[config.mk]
export PLATFORM = sky130hd
export DESIGN_NAME = link_ping_rtt_monitor
export DESIGN_NICKNAME = d
export VERILOG_FILES = /design/src/rtl/core/lprm_pkg.sv /design/src/rtl/core/lprm_avg.sv /design/src/rtl/core/link_ping_rtt_monitor.sv
export SDC_FILE = /design/constraint.sdc
export NUM_CORES = 1
export LEC_CHECK = 0
export BUFFER_PORTS_ARGS = -buffer_cell sky130_fd_sc_hd__buf_2
export CORE_ASPECT_RATIO = 0.9
export CORE_MARGIN = 4
export CORE_UTILIZATION = 64
export CTS_CLUSTER_DIAMETER = 50
export DETAILED_ROUTE_END_ITERATION = 8
export PLACE_DENSITY_LB_ADDON = 0.15
export SETUP_SLACK_MARGIN = 0.2
export SLEW_MARGIN = 15
export SYNTH_ARGS = -nofsm -noshare
export SYNTH_HDL_FRONTEND = slang
export SYNTH_SLANG_ARGS = --single-unit
[constraint.sdc]
create_clock -name clk -period 8.3 [get_ports clk]
set_input_delay 1.66 -clock clk [delete_from_list [all_inputs] [get_ports clk]]
set_output_delay 1.66 -clock clk [all_outputs]
set_load 0.05 [all_outputs]
[src/rtl/core/lprm_pkg.sv]
`timescale 1ns / 1ps
`default_nettype none
package lprm_pkg;

    typedef struct packed {
        logic [2:0]  kind;
        logic [31:0] now_ms;
        logic [31:0] seq;
        logic        ack_ok;
        logic        seq_checked;
        logic [31:0] session_tag;
        logic [7:0]  unit_id;
        logic [7:0]  fail_count;
    } in_item_t;

    typedef struct packed {
        logic        ping_due;
        logic        peer_valid;
        logic [31:0] last_rtt_ms;
        logic [15:0] avg_rtt_ms;
        logic [31:0] last_pong_ms;
        logic [31:0] pings_sent;
        logic [31:0] pings_ok;
        logic [31:0] pings_missed;
        logic [31:0] miss_streak;
        logic [31:0] seq_gap_total;
        logic [31:0] seq_rewinds;
    } out_item_t;

    localparam logic [2:0] K_TICK  = 3'd0;
    localparam logic [2:0] K_SENT  = 3'd1;
    localparam logic [2:0] K_ACK   = 3'd2;
    localparam logic [2:0] K_STATE = 3'd3;
    localparam logic [2:0] K_HELLO = 3'd4;
    localparam logic [2:0] K_OK    = 3'd5;
    localparam logic [2:0] K_FAIL  = 3'd6;
    localparam logic [2:0] K_PEER  = 3'd7;

    localparam logic [1:0] CFG_INTERVAL  = 2'd0;
    localparam logic [1:0] CFG_TIMEOUT   = 2'd1;
    localparam logic [1:0] CFG_THRESHOLD = 2'd2;

    localparam logic [7:0] UNIT_AIR = 8'd1;
    localparam logic [15:0] RTT_SAT = 16'hFFFF;
    localparam logic [7:0] RUN_SAT = 8'hFF;

    typedef enum logic [2:0] {
        ST_IDLE,
        ST_SUM,
        ST_DIV,
        ST_OUT
    } state_t;

    // request to the averaging unit
    typedef struct packed {
        logic start;
    } avg_req_t;

endpackage
`default_nettype wire

[src/rtl/core/lprm_avg.sv]
`timescale 1ns / 1ps
`default_nettype none
module lprm_avg #(
    parameter int SUM_W = 22,
    parameter int CNT_W = 4
) (
    input  wire logic             clk,
    input  wire logic             rst_n,
    input  wire logic             start,
    input  wire logic [SUM_W-1:0] dividend,
    input  wire logic [CNT_W-1:0] divisor,
    output logic                  done,
    output logic [15:0]           quotient
);
    // restoring divider, one quotient bit per cycle
    logic [SUM_W-1:0] q_reg, q_next;
    logic [SUM_W:0]   r_reg, r_next;
    logic [$clog2(SUM_W+1)-1:0] n_reg, n_next;
    logic busy_reg, busy_next;
    logic [SUM_W:0] trial;

    always_comb
    begin
        q_next = q_reg;
        r_next = r_reg;
        n_next = n_reg;
        busy_next = busy_reg;
        trial = '0;
        done = 1'b0;
        if (start)
        begin
            q_next = dividend;
            r_next = '0;
            n_next = ($clog2(SUM_W+1))'(SUM_W);
            busy_next = (divisor != '0);
            done = (divisor == '0);
            if (divisor == '0)
                q_next = '0;
        end
        else if (busy_reg)
        begin
            trial = {r_reg[SUM_W-1:0], q_reg[SUM_W-1]};
            q_next = {q_reg[SUM_W-2:0], 1'b0};
            if (trial >= (SUM_W+1)'(divisor))
            begin
                r_next = trial - (SUM_W+1)'(divisor);
                q_next[0] = 1'b1;
            end
            else
                r_next = trial;
            n_next = n_reg - 1'b1;
            if (n_reg == 1)
            begin
                busy_next = 1'b0;
                done = 1'b1;
            end
        end
    end

    always_ff @(posedge clk or negedge rst_n)
    begin
        if (!rst_n)
        begin
            busy_reg <= 1'b0;
            n_reg <= '0;
        end
        else
        begin
            busy_reg <= busy_next;
            n_reg <= n_next;
        end
    end

    always_ff @(posedge clk)
    begin
        q_reg <= q_next;
        r_reg <= r_next;
    end

    // final quotient is valid in the done cycle
    assign quotient = q_next[15:0];
endmodule
`default_nettype wire

[src/rtl/core/link_ping_rtt_monitor.sv]
`timescale 1ns / 1ps
`default_nettype none
// sequence: after an input beat the ring is walked, one memory read per cycle, and
// the sum is divided bit-serially by the fill count; with an empty ring the divider
// answers zero at once and the divide state is skipped before the output beat
// throughput: one item at a time, next input beat taken the cycle after the output beat
// reset: asynchronous active low; config returns to 1000/1000/6, link state,
// counters and sequencer clear; ring entries beyond the fill count are never used
module link_ping_rtt_monitor #(
    parameter int RTT_SAMPLES = 8
) (
    input  wire logic             clk,
    input  wire logic             rst_n,
    input  wire logic             in_valid,
    output logic                  in_ready,
    input  wire lprm_pkg::in_item_t in_data,
    output logic                  out_valid,
    input  wire logic             out_ready,
    output lprm_pkg::out_item_t   out_data,
    input  wire logic             cfg_we,
    input  wire logic [1:0]       cfg_index,
    input  wire logic [15:0]      cfg_data
);
    localparam int PW = (RTT_SAMPLES > 1) ? $clog2(RTT_SAMPLES) : 1;
    localparam int FW = $clog2(RTT_SAMPLES + 1);
    localparam int SW = 16 + FW;

    // configuration registers
    logic [15:0] interval_reg, timeout_reg;
    logic [7:0]  thresh_reg;

    always_ff @(posedge clk or negedge rst_n)
    begin
        if (!rst_n)
        begin
            interval_reg <= 16'd1000;
            timeout_reg  <= 16'd1000;
            thresh_reg   <= 8'd6;
        end
        else if (cfg_we)
        begin
            unique case (cfg_index)
                lprm_pkg::CFG_INTERVAL:  interval_reg <= cfg_data;
                lprm_pkg::CFG_TIMEOUT:   timeout_reg  <= cfg_data;
                lprm_pkg::CFG_THRESHOLD: thresh_reg   <= cfg_data[7:0];
                default: ;
            endcase
        end
    end

    // scalar link state
    logic        peer_reg, pend_reg, hseq_reg, hses_reg;
    logic [7:0]  run_reg;
    logic [31:0] tx_reg, att_reg, exp_reg, lseq_reg, ses_reg;
    logic [31:0] lrtt_reg, lpong_reg, sent_reg, ok_reg, miss_reg, strk_reg;
    logic [31:0] gap_reg, rew_reg;
    logic [PW-1:0] wpos_reg;
    logic [FW-1:0] fill_reg;
    logic        due_reg;

    // rtt ring memory, entries past fill never used
    logic [15:0] ring [RTT_SAMPLES];
    logic        ring_we;
    logic [PW-1:0] ring_waddr, raddr;
    logic [15:0] ring_wdata, rdata_reg;

    always_ff @(posedge clk)
    begin
        if (ring_we)
            ring[ring_waddr] <= ring_wdata;
        rdata_reg <= ring[raddr];
    end

    lprm_pkg::state_t state_reg, state_next;
    logic [FW-1:0] idx_reg, idx_next;
    logic [SW-1:0] sum_reg, sum_next;
    logic          rd_ok_reg;
    logic [15:0]   avg_reg;
    logic          div_done;
    logic [15:0]   quot;
    lprm_pkg::avg_req_t req;

    logic acc;
    assign acc = in_valid && in_ready;

    // event decode, combinational
    lprm_pkg::in_item_t d;
    assign d = in_data;
    logic [31:0] age_tx, age_att, rtt;
    logic rec, miss, drop, due;
    logic [8:0] run_sum;
    logic [7:0] run_sat;
    assign age_tx  = d.now_ms - tx_reg;
    assign age_att = d.now_ms - att_reg;
    assign rtt     = d.now_ms - tx_reg;
    assign run_sum = {1'b0, run_reg} + {1'b0, d.fail_count};
    assign run_sat = run_sum[8] ? lprm_pkg::RUN_SAT : run_sum[7:0];

    always_comb
    begin
        rec = 1'b0;
        miss = 1'b0;
        drop = 1'b0;
        due = 1'b0;
        if (d.kind == lprm_pkg::K_TICK)
        begin
            miss = peer_reg && pend_reg && (age_tx >= {16'd0, timeout_reg});
            // first attempt or interval elapsed, only with a peer and no ping pending
            due  = peer_reg && !pend_reg &&
                   (att_reg == '0 || age_att >= {16'd0, interval_reg});
        end
        else if (d.kind == lprm_pkg::K_ACK)
        begin
            if (d.seq_checked)
            begin
                rec  = pend_reg && (d.seq == exp_reg) && d.ack_ok;
                miss = !rec && !d.ack_ok;
            end
            else
            begin
                rec  = pend_reg && d.ack_ok;
                miss = pend_reg && !d.ack_ok;
            end
        end
        else if (d.kind == lprm_pkg::K_FAIL)
            drop = (d.fail_count != 0) && peer_reg && (run_sat >= thresh_reg);
    end

    assign ring_we    = acc && rec;
    assign ring_waddr = wpos_reg;
    assign ring_wdata = (rtt > 32'h0000_FFFF) ? lprm_pkg::RTT_SAT : rtt[15:0];

    always_ff @(posedge clk or negedge rst_n)
    begin
        if (!rst_n)
        begin
            peer_reg <= 1'b0; pend_reg <= 1'b0; hseq_reg <= 1'b0; hses_reg <= 1'b0;
            run_reg <= '0; tx_reg <= '0; att_reg <= '0; exp_reg <= '0;
            lseq_reg <= '0; ses_reg <= '0; lrtt_reg <= '0; lpong_reg <= '0;
            sent_reg <= '0; ok_reg <= '0; miss_reg <= '0; strk_reg <= '0;
            gap_reg <= '0; rew_reg <= '0; wpos_reg <= '0; fill_reg <= '0;
            due_reg <= 1'b0;
        end
        else if (acc)
        begin
            due_reg <= due;
            if (miss)
            begin
                miss_reg <= miss_reg + 1'b1;
                strk_reg <= strk_reg + 1'b1;
            end
            if (rec)
            begin
                lrtt_reg  <= rtt;
                lpong_reg <= d.now_ms;
                ok_reg    <= ok_reg + 1'b1;
                strk_reg  <= '0;
                wpos_reg  <= (wpos_reg == PW'(RTT_SAMPLES - 1)) ? '0 : wpos_reg + 1'b1;
                if (fill_reg < FW'(RTT_SAMPLES))
                    fill_reg <= fill_reg + 1'b1;
            end
            unique case (d.kind)
                lprm_pkg::K_TICK:
                begin
                    // timed-out ping is closed
                    if (miss)
                        pend_reg <= 1'b0;
                end
                lprm_pkg::K_SENT:
                begin
                    if (peer_reg)
                    begin
                        pend_reg <= 1'b1;
                        exp_reg  <= d.seq;
                        tx_reg   <= d.now_ms;
                        att_reg  <= d.now_ms;
                        sent_reg <= sent_reg + 1'b1;
                    end
                end
                lprm_pkg::K_ACK: pend_reg <= 1'b0;
                lprm_pkg::K_STATE:
                begin
                    if (hseq_reg)
                    begin
                        if (d.seq > lseq_reg)
                        begin
                            gap_reg  <= gap_reg + (d.seq - lseq_reg - 1'b1);
                            lseq_reg <= d.seq;
                        end
                        else
                            rew_reg <= rew_reg + 1'b1;
                    end
                    else
                    begin
                        lseq_reg <= d.seq;
                        hseq_reg <= 1'b1;
                    end
                end
                lprm_pkg::K_HELLO:
                begin
                    if (d.unit_id == lprm_pkg::UNIT_AIR)
                    begin
                        if (!hses_reg || d.session_tag != ses_reg)
                        begin
                            ses_reg  <= d.session_tag;
                            hses_reg <= 1'b1;
                            lseq_reg <= '0;
                            hseq_reg <= 1'b0;
                        end
                        peer_reg <= 1'b1;
                        run_reg  <= '0;
                    end
                end
                lprm_pkg::K_OK: run_reg <= '0;
                lprm_pkg::K_FAIL:
                begin
                    if (d.fail_count != 0 && peer_reg)
                    begin
                        run_reg <= drop ? '0 : run_sat;
                        if (drop)
                        begin
                            // drop peer, counters kept, last rtt and pong times cleared
                            peer_reg <= 1'b0; pend_reg <= 1'b0;
                            tx_reg <= '0; att_reg <= '0; exp_reg <= '0;
                            wpos_reg <= '0; fill_reg <= '0;
                            lseq_reg <= '0; hseq_reg <= 1'b0;
                            ses_reg <= '0; hses_reg <= 1'b0;
                            lrtt_reg <= '0; lpong_reg <= '0;
                        end
                    end
                end
                lprm_pkg::K_PEER:
                begin
                    peer_reg <= 1'b1;
                    run_reg  <= '0;
                end
                default: ;
            endcase
        end
    end

    // averaging sequencer: walk ring, then divide
    assign raddr = idx_reg[PW-1:0];
    assign req.start = (state_reg == lprm_pkg::ST_SUM) && !rd_ok_reg && (idx_reg >= fill_reg);

    always_comb
    begin
        state_next = state_reg;
        unique case (state_reg)
            lprm_pkg::ST_IDLE: if (acc) state_next = lprm_pkg::ST_SUM;
            // empty ring: divider answers zero at once
            lprm_pkg::ST_SUM:
                if (req.start)
                    state_next = (fill_reg == '0) ? lprm_pkg::ST_OUT : lprm_pkg::ST_DIV;
            lprm_pkg::ST_DIV:  if (div_done) state_next = lprm_pkg::ST_OUT;
            lprm_pkg::ST_OUT:  if (out_ready) state_next = lprm_pkg::ST_IDLE;
            default:           state_next = lprm_pkg::ST_IDLE;
        endcase
    end

    always_comb
    begin
        idx_next = idx_reg;
        sum_next = sum_reg;
        if (state_reg == lprm_pkg::ST_IDLE)
        begin
            idx_next = '0;
            sum_next = '0;
        end
        else if (state_reg == lprm_pkg::ST_SUM)
        begin
            if (rd_ok_reg)
                sum_next = sum_reg + SW'(rdata_reg);
            if (idx_reg < fill_reg)
                idx_next = idx_reg + 1'b1;
        end
    end

    always_ff @(posedge clk or negedge rst_n)
    begin
        if (!rst_n)
        begin
            state_reg <= lprm_pkg::ST_IDLE;
            idx_reg <= '0;
            rd_ok_reg <= 1'b0;
        end
        else
        begin
            state_reg <= state_next;
            idx_reg <= idx_next;
            rd_ok_reg <= (state_reg == lprm_pkg::ST_SUM) && (idx_reg < fill_reg);
        end
    end

    always_ff @(posedge clk)
    begin
        sum_reg <= sum_next;
        if (div_done)
            avg_reg <= quot;
    end

    lprm_avg #(.SUM_W(SW), .CNT_W(FW)) u_avg (
        .clk(clk), .rst_n(rst_n), .start(req.start), .dividend(sum_reg),
        .divisor(fill_reg), .done(div_done), .quotient(quot)
    );

    assign in_ready  = (state_reg == lprm_pkg::ST_IDLE);
    assign out_valid = (state_reg == lprm_pkg::ST_OUT);

    always_comb
    begin
        out_data.ping_due      = due_reg;
        out_data.peer_valid    = peer_reg;
        out_data.last_rtt_ms   = lrtt_reg;
        out_data.avg_rtt_ms    = avg_reg;
        out_data.last_pong_ms  = lpong_reg;
        out_data.pings_sent    = sent_reg;
        out_data.pings_ok      = ok_reg;
        out_data.pings_missed  = miss_reg;
        out_data.miss_streak   = strk_reg;
        out_data.seq_gap_total = gap_reg;
        out_data.seq_rewinds   = rew_reg;
    end
endmodule
`default_nettype wire
# Word-level counts from Yosys, hierarchy flattened
# Memory sizes are Yosys's and may differ from the RTL's. A register that Yosys moved wholly into a read port is not among the register bits.
# Index checks and enable logic that the tools add are counted.
# op_classes
n_mux,87
n_bitwise,1
n_reduce_logical,60
addsub,16
n_lt_le_gt_ge,9
n_eq_ne,28
# op_table
op,count
2-to-1 mux 32 bit,20
case mux 32 bit (2 select lines),3
"adder 32 x 1 -> 32 bit, second input constant",5
case mux 32 bit (3 select lines),1
2-to-1 mux 20 bit,4
>= comparator 32 x 16 -> 1 bit,2
subtractor 32 bit,2
adder 32 bit,1
== test 32 bit,1
"greater-than comparator 32 x 16 -> 1 bit, second input constant",1
greater-than comparator 32 bit,1
logical NOT 32 bit,1
2-to-1 mux 4 bit,8
2-to-1 mux 8 bit,4
!= test 32 bit,1
"subtractor 32 x 1 -> 32 bit, second input constant",1
2-to-1 mux 1 bit,29
2-to-1 mux 3 bit,9
case mux 8 bit (3 select lines),1
>= comparator 21 x 4 -> 1 bit,1
adder 20 x 16 -> 20 bit,1
subtractor 20 x 4 -> 20 bit,1
AND reduction 6 bit,3
logical AND 1 bit,16
40 further kinds,84
# word_totals
out_inout_bits,276
ramBits,128
memories,1
regBits,534
# mem_list
memory,depth,width,read_ports,rd_ports_with_merged_regs,wr,line,rtl
ring,8,16,1,1,1,link_ping_rtt_monitor.sv:62,logic [15:0] ring [RTT_SAMPLES];

# Longest topological paths before layout
# Gate-level depths: netlist of the first run.
# logic_depth
word_depth,10
mapped_depth,25

# Cells and area by module
# A second synthesis of the first run with hierarchy kept.
# hier_totals
cells_unflattened,3411
area_unflattened_um2,35515.3
# modules_own_cells
mod,instances,cells_per_inst,area_per_inst_um2
link_ping_rtt_monitor,1,3146,33030.4
lprm_avg,1,265,2484.9

# Worst setup path before layout of the first run
# No wires, ideal clock.
# synth_path
path_type,input to register
startpoint,input in_data[0] (netlist bit)
endpoint,register lseq_reg[31]
setup_time_ps,137
arrival_ps,5923
setup_slack_ps,2240
required_time_ps,8163
cell_stages,24
n_path_buf,2
cell_sequence,ha_1 -> fa_1 -> a21oi_1 -> nor2_1 -> nor2_1 -> o21bai_1 -> a21oi_1 -> o21bai_1 -> a21o_1 -> nor2_1 -> ha_1 -> nand2b_1 -> a21o_1 -> a21o_1 -> a21o_1 -> a21o_1 -> a21o_1 -> a21o_1 -> a21oi_1 -> o21ai_0 -> clkbuf_1 -> o211ai_1 -> clkbuf_1 -> o21ai_0
# synth_via
elab_chain_cells,9
elab_cells_between_ends,12
classes_between,add/sub: 1; order compare: 1; eq/ne: 2; mux: 4; reduce/logical: 4
# synth_lines
item,line,rtl
from (decl),link_ping_rtt_monitor.sv:16,"input wire lprm_pkg::in_item_t in_data,"
adder 8 x 8 -> 9 bit,link_ping_rtt_monitor.sv:96,"assign run_sum = {1'b0, run_reg} + {1'b0, d.fail_count};"
2-to-1 mux 8 bit,link_ping_rtt_monitor.sv:97,assign run_sat = run_sum[8] ? lprm_pkg::RUN_SAT : run_sum[7:0];
>= comparator 8 bit,link_ping_rtt_monitor.sv:126,drop = (d.fail_count != 0) && peer_reg && (run_sat >= thresh_reg);
logical AND 1 bit,link_ping_rtt_monitor.sv:126,
2-to-1 mux 1 bit,link_ping_rtt_monitor.sv:125,else if (d.kind == lprm_pkg::K_FAIL)
2-to-1 mux 1 bit,link_ping_rtt_monitor.sv:112,else if (d.kind == lprm_pkg::K_ACK)
2-to-1 mux 1 bit,link_ping_rtt_monitor.sv:105,if (d.kind == lprm_pkg::K_TICK)
!= test 2 bit (no line),-,
AND reduction 7 bit (no line) *,-,
to (signal assigned),link_ping_rtt_monitor.sv:188,lseq_reg <= d.seq;
to (signal assigned),link_ping_rtt_monitor.sv:195,lseq_reg <= d.seq;
to (decl),link_ping_rtt_monitor.sv:54,"logic [31:0] tx_reg, att_reg, exp_reg, lseq_reg, ses_reg;"
# Every way passes the cells marked *; elsewhere a longest branch is shown, timed or not.
# A chain may end at the register's enable or synchronous reset.

# Worst setup path after layout of the first run
# layout_path
startpoint,input in_data[82] (netlist bit)
endpoint,register strk_reg[30]
# layout_via
elab_chain_cells,6
# layout_lines
item,line,rtl
subtractor 32 bit,link_ping_rtt_monitor.sv:93,assign age_tx = d.now_ms - tx_reg;
>= comparator 32 x 16 -> 1 bit,link_ping_rtt_monitor.sv:107,"miss = peer_reg && pend_reg && (age_tx >= {16'd0, timeout_reg});"
logical AND 1 bit,link_ping_rtt_monitor.sv:107,
2-to-1 mux 1 bit,link_ping_rtt_monitor.sv:105,
nonzero test 2 bit (no line),-,
AND reduction 2 bit (no line),-,
to (signal assigned),link_ping_rtt_monitor.sv:150,strk_reg <= strk_reg + 1'b1;
to (decl),link_ping_rtt_monitor.sv:55,"logic [31:0] lrtt_reg, lpong_reg, sent_reg, ok_reg, miss_reg, strk_reg;"
# Every way passes these cells.

==> results of run 1 <==
## metrics by stage
step	instances	total power, mW	instance area (µm²)	hold slack (ns)	utilization (%)
floorplan	3392	7.66	35200	0.449	-
global placement	4416	8.75	38000	0.450	69.8
detailed placement	4416	8.95	38000	0.457	69.8
CTS	4555	12.4	40600	0.468	74.5
global route	4570	13.2	40600	0.484	74.6
finish	4570	12.4	40600	0.465	74.6
## cell type report
class | instances | area share (%)
clock inverters | 41 | 1.09
diodes | 15 | 0.0925
multi-input cells | 2299 | 40.4
clock buffers | 98 | 5.17
repair buffers | 444 | 5.71
inverters | 291 | 2.69
well taps | 705 | 2.17
flip-flops and latches | 677 | 42.7
## cell usage in the layout (no fill, tap or decap), types with 14 or more instances in the layout
cell type,netlist,routed
nor4_1,33,32
fa_1,36,36
a21o_1,54,54
nor3_1,44,42
ha_1,181,181
mux2_2,52,52
nand2b_1,39,39
nor2_1,190,184
dfxtp_1,72,72
nand4_1,41,41
mux2i_1,20,20
xor2_1,142,142
a211oi_1,28,28
a21oi_1,116,116
or3_1,15,15
o21ai_0,168,167
nand3_1,111,110
inv_1,291,291
a22o_1,55,55
nor2b_1,24,24
xnor2_1,157,157
and3_1,41,40
dfrtp_1,443,441
diode_2,0,15
mux4_2,32,32
o31ai_1,79,79
buf_4,5,28
nand2_1,437,436
edfxtp_1,148,148
clkbuf_16,0,77
buf_2,2,414
dfstp_2,14,14
## worst reg2reg max path: stages (launching register included)
cell,delay (ns)
dfrtp_1,0.41
ha_1,0.22
fa_1,0.41
a21oi_1,0.16
nor2_1,0.05
nor2_1,0.15
o21bai_1,0.08
a21oi_1,0.25
o21bai_1,0.12
a21o_1,0.25
nor2_1,0.17
ha_1,0.25
nand2b_1,0.14
a21o_1,0.18
a21o_1,0.17
a21o_1,0.18
a21o_1,0.17
a21o_1,0.17
a21o_1,0.18
a21oi_1,0.37
o21ai_1,0.43
o211ai_1,0.23
buf_4,0.55
nand2_1,0.19
o31ai_1,0.10
## metal layers
metal,GRT usage (%),part of all wire [%]
met1,42.5,42
met2,50.3,48
met3,6.08,6.5
met4,11.8,4.2
met5,0,0
## synthesized netlist by cell type (6+ instances only)
master | instances | area share (%)
a2111oi_0 | 7 | 0.17
a211o_1 | 6 | 0.15
a211oi_1 | 28 | 0.60
a21o_1 | 54 | 1.2
a21oi_1 | 116 | 1.6
a22o_1 | 55 | 1.4
a311oi_1 | 6 | 0.15
a31oi_1 | 8 | 0.14
and2_1 | 13 | 0.23
and3_1 | 41 | 0.73
and4_1 | 9 | 0.22
buf_1 | 10 | 0.11
clkbuf_1 | 106 | 1.1
dfrtp_1 | 443 | 31
dfstp_2 | 14 | 1.0
dfxtp_1 | 72 | 4.1
edfxtp_1 | 148 | 13
fa_1 | 36 | 2.0
ha_1 | 181 | 6.4
inv_1 | 291 | 3.1
mux2_2 | 52 | 1.7
mux2i_1 | 20 | 0.57
mux4_2 | 32 | 2.0
nand2_1 | 437 | 4.7
nand2b_1 | 39 | 0.69
nand3_1 | 111 | 1.6
nand4_1 | 41 | 0.73
nor2_1 | 190 | 2.0
nor2b_1 | 24 | 0.43
nor3_1 | 44 | 0.63
nor3b_1 | 16 | 0.34
nor4_1 | 33 | 0.59
nor4b_1 | 7 | 0.17
o211ai_1 | 13 | 0.28
o21a_1 | 13 | 0.28
o21ai_0 | 168 | 2.4
o21bai_1 | 13 | 0.28
o31ai_1 | 79 | 1.7
or2_2 | 7 | 0.12
or3_1 | 15 | 0.27
or4_1 | 7 | 0.15
xnor2_1 | 157 | 3.9
xor2_1 | 142 | 3.5
## power by group
group / internal [mW] / switching (mW) / total, mW
clock network: 2.00 / 1.39 / 3.38
logic: 1.82 / 2.91 / 4.73
registers: 3.88 / 0.413 / 4.30
total: 7.70 / 4.71 / 12.4
## cells by family after synthesis
kind of cell | after synthesis
AO/OA/AOI/OAI | 625
XOR/XNOR | 299
adder cells (fa/ha/maj) | 217
buffers and inverters | 416
flip-flops | 677
multiplexers | 104
AND/OR/NAND/NOR | 1054
## worst max-delay path by stage
stage	start	endpoint	slack (ns)	depth (start not counted)
2_1_floorplan	in_data[0]	lseq_reg[31]$_DFFE_PN0P_	2.24	24
3_3_place_gp	in_data[82]	strk_reg[30]$_DFFE_PN0P_	1.53	23
3_5_place_dp	in_data[0]	lseq_reg[31]$_DFFE_PN0P_	1.38	24
4_1_cts	in_data[82]	strk_reg[30]$_DFFE_PN0P_	1.95	23
5_1_grt	in_data[0]	lseq_reg[17]$_DFFE_PN0P_	1.50	25
6_report	in_data[82]	strk_reg[30]$_DFFE_PN0P_	1.84	23
==> metrics.md, run 1 <==
| Metric | Value |
|---|---|
| 1st-iter DRT viols | 2083 |
| CP Max Fanout | 12 |
| Worst setup margin | 1.84 ns |
| CTS Buffer Depth | 3 |
| Startpoint types | primary input |
| RR Endpoint | lseq_reg[10]$_DFFE_PN0P_ |
| Hold WC Path Type | reg -> reg |
| Max-Cap Viols | 0 |
| Crit-path cells | buf_2 > inv_1 > ha_1 > inv_1 > fa_1 > a211oi_2 > o211a_1 > o21bai_1 > o21bai_1 > a21oi_1 > xnor2_1 > ha_1 > a21o_1 > a21oi_1 > nor2b_1 > o21ai_0 > a31oi_1 > nor2_1 > nand4b_1 > o211ai_1 > nor2_1 > nand4_1 > mux2_2 |
| Die Width | 255 µm |
| Final Critical Period | 6.46 ns |
| Hold_sp | rew_reg[31]$_DFFE_PN0P_ |
| Ratio of final minimum period to clock period | 77.8% |
| Postcts setup bufs | 0 |
| Slew @ Worst Pin | 1.07 ns |
| DP HPWL | 66.0 mm |
| Compound-Gate Fraction of Synth Area | 11.9% |
| P_leak | 19.7 nW |
| Simple-gate share of the synthesized area | 14.1% |
| Sink Count | 677 |
| WHS Endpoint | rew_reg[31]$_DFFE_PN0P_ |
| Slew Viols, Final | 0 |
| Worst Reg-to-Reg Cells | 24 |
| I/O pins | 416 |
| Final setup fails | 0 |
| DRC viols | 0 |
| Power per Cell Area | 306 nW/µm² |
| Top reg by flops | ring |
| Initial DRT Pass Iterations | 5 |
| Vias | 27.0k |
| Detailed Route WL | 92.2 mm |
| Worst EP required | 8.79 ns |
| Starting Density | 64.7% |
| Root Driver | clkbuf_16 |
| Clock buffer count from CTS | 75 |
| Clk_lat worst skew | 0.62 ns |
| Total GRT Usage | 31.2% |
| # nets final | 4145 |
| Reg2Reg Setup Slack | 2.62 ns |
| Dpl ws | 1.38 ns |
| #FFs+latches synth | 677 |
| Register area | 17300 µm² |
| Core area | 54400 µm² |
| ANT nets after route | 0 |
| Unrepaired setup endpoints after global routing | no |
| Die Height | 231 µm |
| Fmax | 155 MHz |
| Area growth from synthesis to layout | 15.3% |
| Mux cell area share after synthesis | 4.28% |
| Vias/cell | 5.90 |
| Initial antenna violation count | 15 |
| Syn_area_per_cell | 10.4 µm² |
| Ys async rst share | 67.5% |
| CTS tree | yes |
| Worst Skew | 0.0249 ns |
| Ys flop type | dfrtp_1 |
| Synth Instances | 3392 |
| Multi-input gate area | 16400 µm² |
| Hold Fails Final Rpt | 0 |
| CP arrival | 6.95 ns |
| Routability cong. | 0.925 |
| Die area | 58800 µm² |
| Critical Setup Path Class | in -> reg |
| Post-CTS sizing | 0 |
| Syn nets | 3749 |
| Num rows | 81 |
| Clk slew on worst S/H paths | 0.06 ns |
| Synthesized-area fraction occupied by adder cells | 8.48% |
| Share of cells above drive strength 1 | 18.4% |
| RR Startpoint | run_reg[0]$_DFFE_PN0P_ |
| Bufs and invs on worst path | 3 |
| Max rail drop VDD | 0.220 mV |
| Setup_tns | 0 ns |
| Slew Limit Headroom | 28.3% |
| Max reg flops | 128 |
| Crit-path leading delay family | compound AO/OA/AOI/OAI gates |
| Endpoint class of the critical path | register |
| CP max stage cell | o211ai_1 |
| Status | completed |
| Number of flops mapped to enable cells by yosys | 148 |
| Post-Syn Area | 35200 µm² |
| Hold Path Depth | 1 |
| Synth warn | 0 |
| Vias in the first global route | 27.4k |
| Filler cell count | 3754 |
| Largest family of logic cells by synthesized area | simple AND/OR/NAND/NOR gates |
| Max stage delay on crit path | 0.82 ns |
| Number of distinct library cells after synthesis | 90 |
| Seq/Total Area, Yosys | 49.3% |
| Grt total ovfl | 0 |
| Largest net degree at the start of global routing | 162 |
| CTS Hold Bufs | 0 |
| DR WL/cell | 20.2 µm |
| Htree depth | 3 |
| PortBufs | 415 |
| XOR/XNOR Fraction of Synth Area | 7.44% |
| First-pass GRT wire length | 147 mm |
Power figures use the tool's default switching activity.
==> run 2: changes to the inputs <==
--- a/config.mk
+++ b/config.mk
@@ -8,7 +8,7 @@
 export BUFFER_PORTS_ARGS = -buffer_cell sky130_fd_sc_hd__buf_2
 export CORE_ASPECT_RATIO = 0.9
 export CORE_MARGIN = 4
-export CORE_UTILIZATION = 64
+export CORE_UTILIZATION = 59
 export CTS_CLUSTER_DIAMETER = 50
 export DETAILED_ROUTE_END_ITERATION = 8
 export PLACE_DENSITY_LB_ADDON = 0.15
==> constraint.sdc (replaced) <==
create_clock -name clk -period 6.2 [get_ports clk]
set_input_delay 1.24 -clock clk [delete_from_list [all_inputs] [get_ports clk]]
set_output_delay 1.24 -clock clk [all_outputs]
set_load 0.05 [all_outputs]
==> run 2 against run 1 <==
Effect of this change:
- sequential share of layout area shrank 0.40 points
- global-route usage decreased by 2.8 points
- final area is 0.95% higher
- first-iteration DRC count is 3.7% higher
- setup slack lost 0.98 ns
- power rose by 35%
- largest power group unchanged
==> metrics.md, run 2 (same netlist as run 1, synthesis figures left out) <==
| Metric | Value |
|---|---|
| Sink Count | 677 (unchanged) |
| Die Width | 265 µm (was 255 µm) |
| Hold_sp | gap_reg[31]$_DFFE_PN0P_ (was rew_reg[31]$_DFFE_PN0P_) |
| Die area | 63600 µm² (was 58800 µm²) |
| Unrepaired setup endpoints after global routing | no (unchanged) |
| Slew @ Worst Pin | 1.15 ns (was 1.07 ns) |
| CP max stage cell | fa_1 (was o211ai_1) |
| First-pass GRT wire length | 145 mm (was 147 mm) |
| Die Height | 240 µm (was 231 µm) |
| Post-CTS sizing | 0 (unchanged) |
| Slew Viols, Final | 0 (unchanged) |
| Startpoint types | primary input (unchanged) |
| I/O pins | 416 (unchanged) |
| Cell mode on critical path | a21o_1 |
| Root Driver | clkbuf_16 (unchanged) |
| Num rows | 84 (was 81) |
| Net Sw Power | 6.25 mW (was 4.71 mW) |
| Switching share of total power | 37.2% (was 37.9%) |
| CP Max Fanout | 64 (was 12) |
| P_leak | 19.8 nW (was 19.7 nW) |
| RR Endpoint | lseq_reg[12]$_DFFE_PN0P_ (was lseq_reg[10]$_DFFE_PN0P_) |
| Slew Limit Headroom | 22.9% (was 28.3%) |
| Htree depth | 3 (unchanged) |
| Worst Skew | 0.0241 ns (was 0.0249 ns) |
| CTS Hold Bufs | 0 (unchanged) |
| Vias | 27.0k (about the same) |
| Part of the power in the clock network | 27.8% (was 27.3%) |
| Clk slew on worst S/H paths | 0.06 ns (about the same) |
| CTS Buffer Depth | 3 (unchanged) |
| RR Startpoint | run_reg[0]$_DFFE_PN0P_ (unchanged) |
| Top reg by flops | ring (unchanged) |
| Final setup fails | 0 (unchanged) |
| Power per Cell Area | 409 nW/µm² (was 306 nW/µm²) |
| Max-Cap Viols | 0 (unchanged) |
| Starting Density | 59.9% (was 64.7%) |
| Fin Hold WS | 0.470 ns (was 0.465 ns) |
| Register area | 17300 µm² (unchanged) |
| Reg2Reg Setup Slack | 1.20 ns (was 2.62 ns) |
| Multi-input gate area | 16400 µm² (about the same) |
| Worst Reg-to-Reg Cells | 25 (was 24) |
| Fmax | 187 MHz |
| PortBufs | 415 (unchanged) |
| DP HPWL | 66.7 mm (was 66.0 mm) |
| Final Cell Area | 41000 µm² (was 40600 µm²) |
| Core area | 58800 µm² (was 54400 µm²) |
| Detailed Route WL | 91.8 mm (was 92.2 mm) |
| Initial DRT Pass Iterations | 5 (unchanged) |
| Hold Fails Final Rpt | 0 (unchanged) |
| Status | completed (unchanged) |
| Final Critical Period | 5.34 ns |
| Vias in the first global route | 26.9k (was 27.4k) |
| Grt total ovfl | 0 (unchanged) |
| Routability cong. | 0.915 (was 0.925) |
| Reg power frac | 34.3% (was 34.6%) |
| Comb power frac | 37.9% (was 38.1%) |
| Vias/cell | 5.80 (was 5.90) |
| Clock buffer count from CTS | 76 (was 75) |
| Non-Filler Instances | 4662 (was 4570) |
| Most common cell after layout, fill and taps aside | dfrtp_1 (unchanged) |
| Endpoint class of the critical path | register (unchanged) |
| Critical Setup Path Class | in -> reg (unchanged) |
| DRC viols | 0 (unchanged) |
| Total GRT Usage | 28.5% (was 31.2%) |
| Hold Path Depth | 1 (unchanged) |
| Max reg flops | 128 (unchanged) |
| Ratio of final minimum period to clock period | 86.2% |
| Initial antenna violation count | 19 (was 15) |
| Placed Area | 38300 µm² (was 38000 µm²) |
| Placed insts | 4505 (was 4416) |
| DR WL/cell | 19.7 µm (was 20.2 µm) |
| ANT nets after route | 0 (unchanged) |
| Setup_tns | 0 ns (unchanged) |
| Max stage delay on crit path | 0.41 ns (was 0.82 ns) |
| Commonest cells after routing, fill and taps aside | 441 x dfrtp_1, 436 x nand2_1, 414 x buf_2 (unchanged) |
| Internal | 10.5 mW (was 7.70 mW) |
| Hold WC Path Type | reg -> reg (unchanged) |
| 1st-iter DRT viols | 2161 (was 2083) |
| Area growth from synthesis to layout | 16.4% (was 15.3%) |
| Max rail drop VDD | 0.257 mV (was 0.220 mV) |
| WHS Endpoint | gap_reg[31]$_DFFE_PN0P_ (was rew_reg[31]$_DFFE_PN0P_) |
| CTS tree | yes (unchanged) |
| Largest net degree at the start of global routing | 137 (was 162) |
| Postcts setup bufs | 0 (unchanged) |
| CP arrival | 5.85 ns (was 6.95 ns) |
| Filler cell count | 4359 (was 3754) |
| # nets final | 4166 (was 4145) |
| Worst EP required | 6.71 ns (was 8.79 ns) |
| Share of cells above drive strength 1 | 18.8% (was 18.4%) |
| Clk_lat worst skew | 0.61 ns (was 0.62 ns) |
run 2: layout make-up:
class,count,area share [%]
diodes,18,0.110
clock buffers,102,5.26
clock inverters,37,1.09
inverters,291,2.67
multi-input cells,2299,40.0
flip-flops and latches,677,42.3
well taps,774,2.36
repair buffers,464,6.24
run 2: per-stage QoR:
step	util (%)	power [mW]	worst slack, ns
2_1_floorplan	-	10.3	0.560
3_3_place_gp	65.2	11.9	0.470
3_5_place_dp	65.2	12.1	0.310
4_1_cts	69.7	16.8	0.916
5_1_grt	69.7	17.9	0.502
6_report	69.7	16.8	0.858
run 2: worst max-delay path by stage:
stage / slack (ns) / start / to
finish: 0.86 / in_data[0] / lseq_reg[12]$_DFFE_PN0P_
global route: 0.50 / in_data[0] / lseq_reg[14]$_DFFE_PN0P_
CTS: 0.92 / in_data[0] / lseq_reg[30]$_DFFE_PN0P_
detailed placement: 0.31 / in_data[0] / lrtt_reg[0]$_DFFE_PN0P_
global placement: 0.47 / in_data[0] / ring_waddr[0]$_DFFE_PN0P_
floorplan: 0.56 / in_data[0] / lseq_reg[31]$_DFFE_PN0P_
run 2: worst max-delay path, delay by kind of cell:
family,cells,cell delay [ns]
and+or+nand+nor,5,0.63
AOI/OAI and AO/OA,15,2.46
adders and majority gates,3,0.86
buffers and inverters,3,0.59
run 2: power groups by stage:
stage,Sequential (mW),Clock [mW],Combinational [mW]
floorplan,5.95,0,4.31
global placement,5.79,0,6.08
detailed placement,5.82,0,6.26
CTS,5.75,4.74,6.32
global route,5.84,4.93,7.11
finish,5.75,4.67,6.36
run 2: per-layer routing:
metal,vias to the layer above,GRT usage (%),wire (µm),part of all wire [%]
met3,217,4.88,5710,6.2
met1,13300,39.1,38200,42
met2,853,45.3,43800,48
li1,12700,-,-,-
met4,2,11.9,4050,4.4
met5,-,0,12,0.013
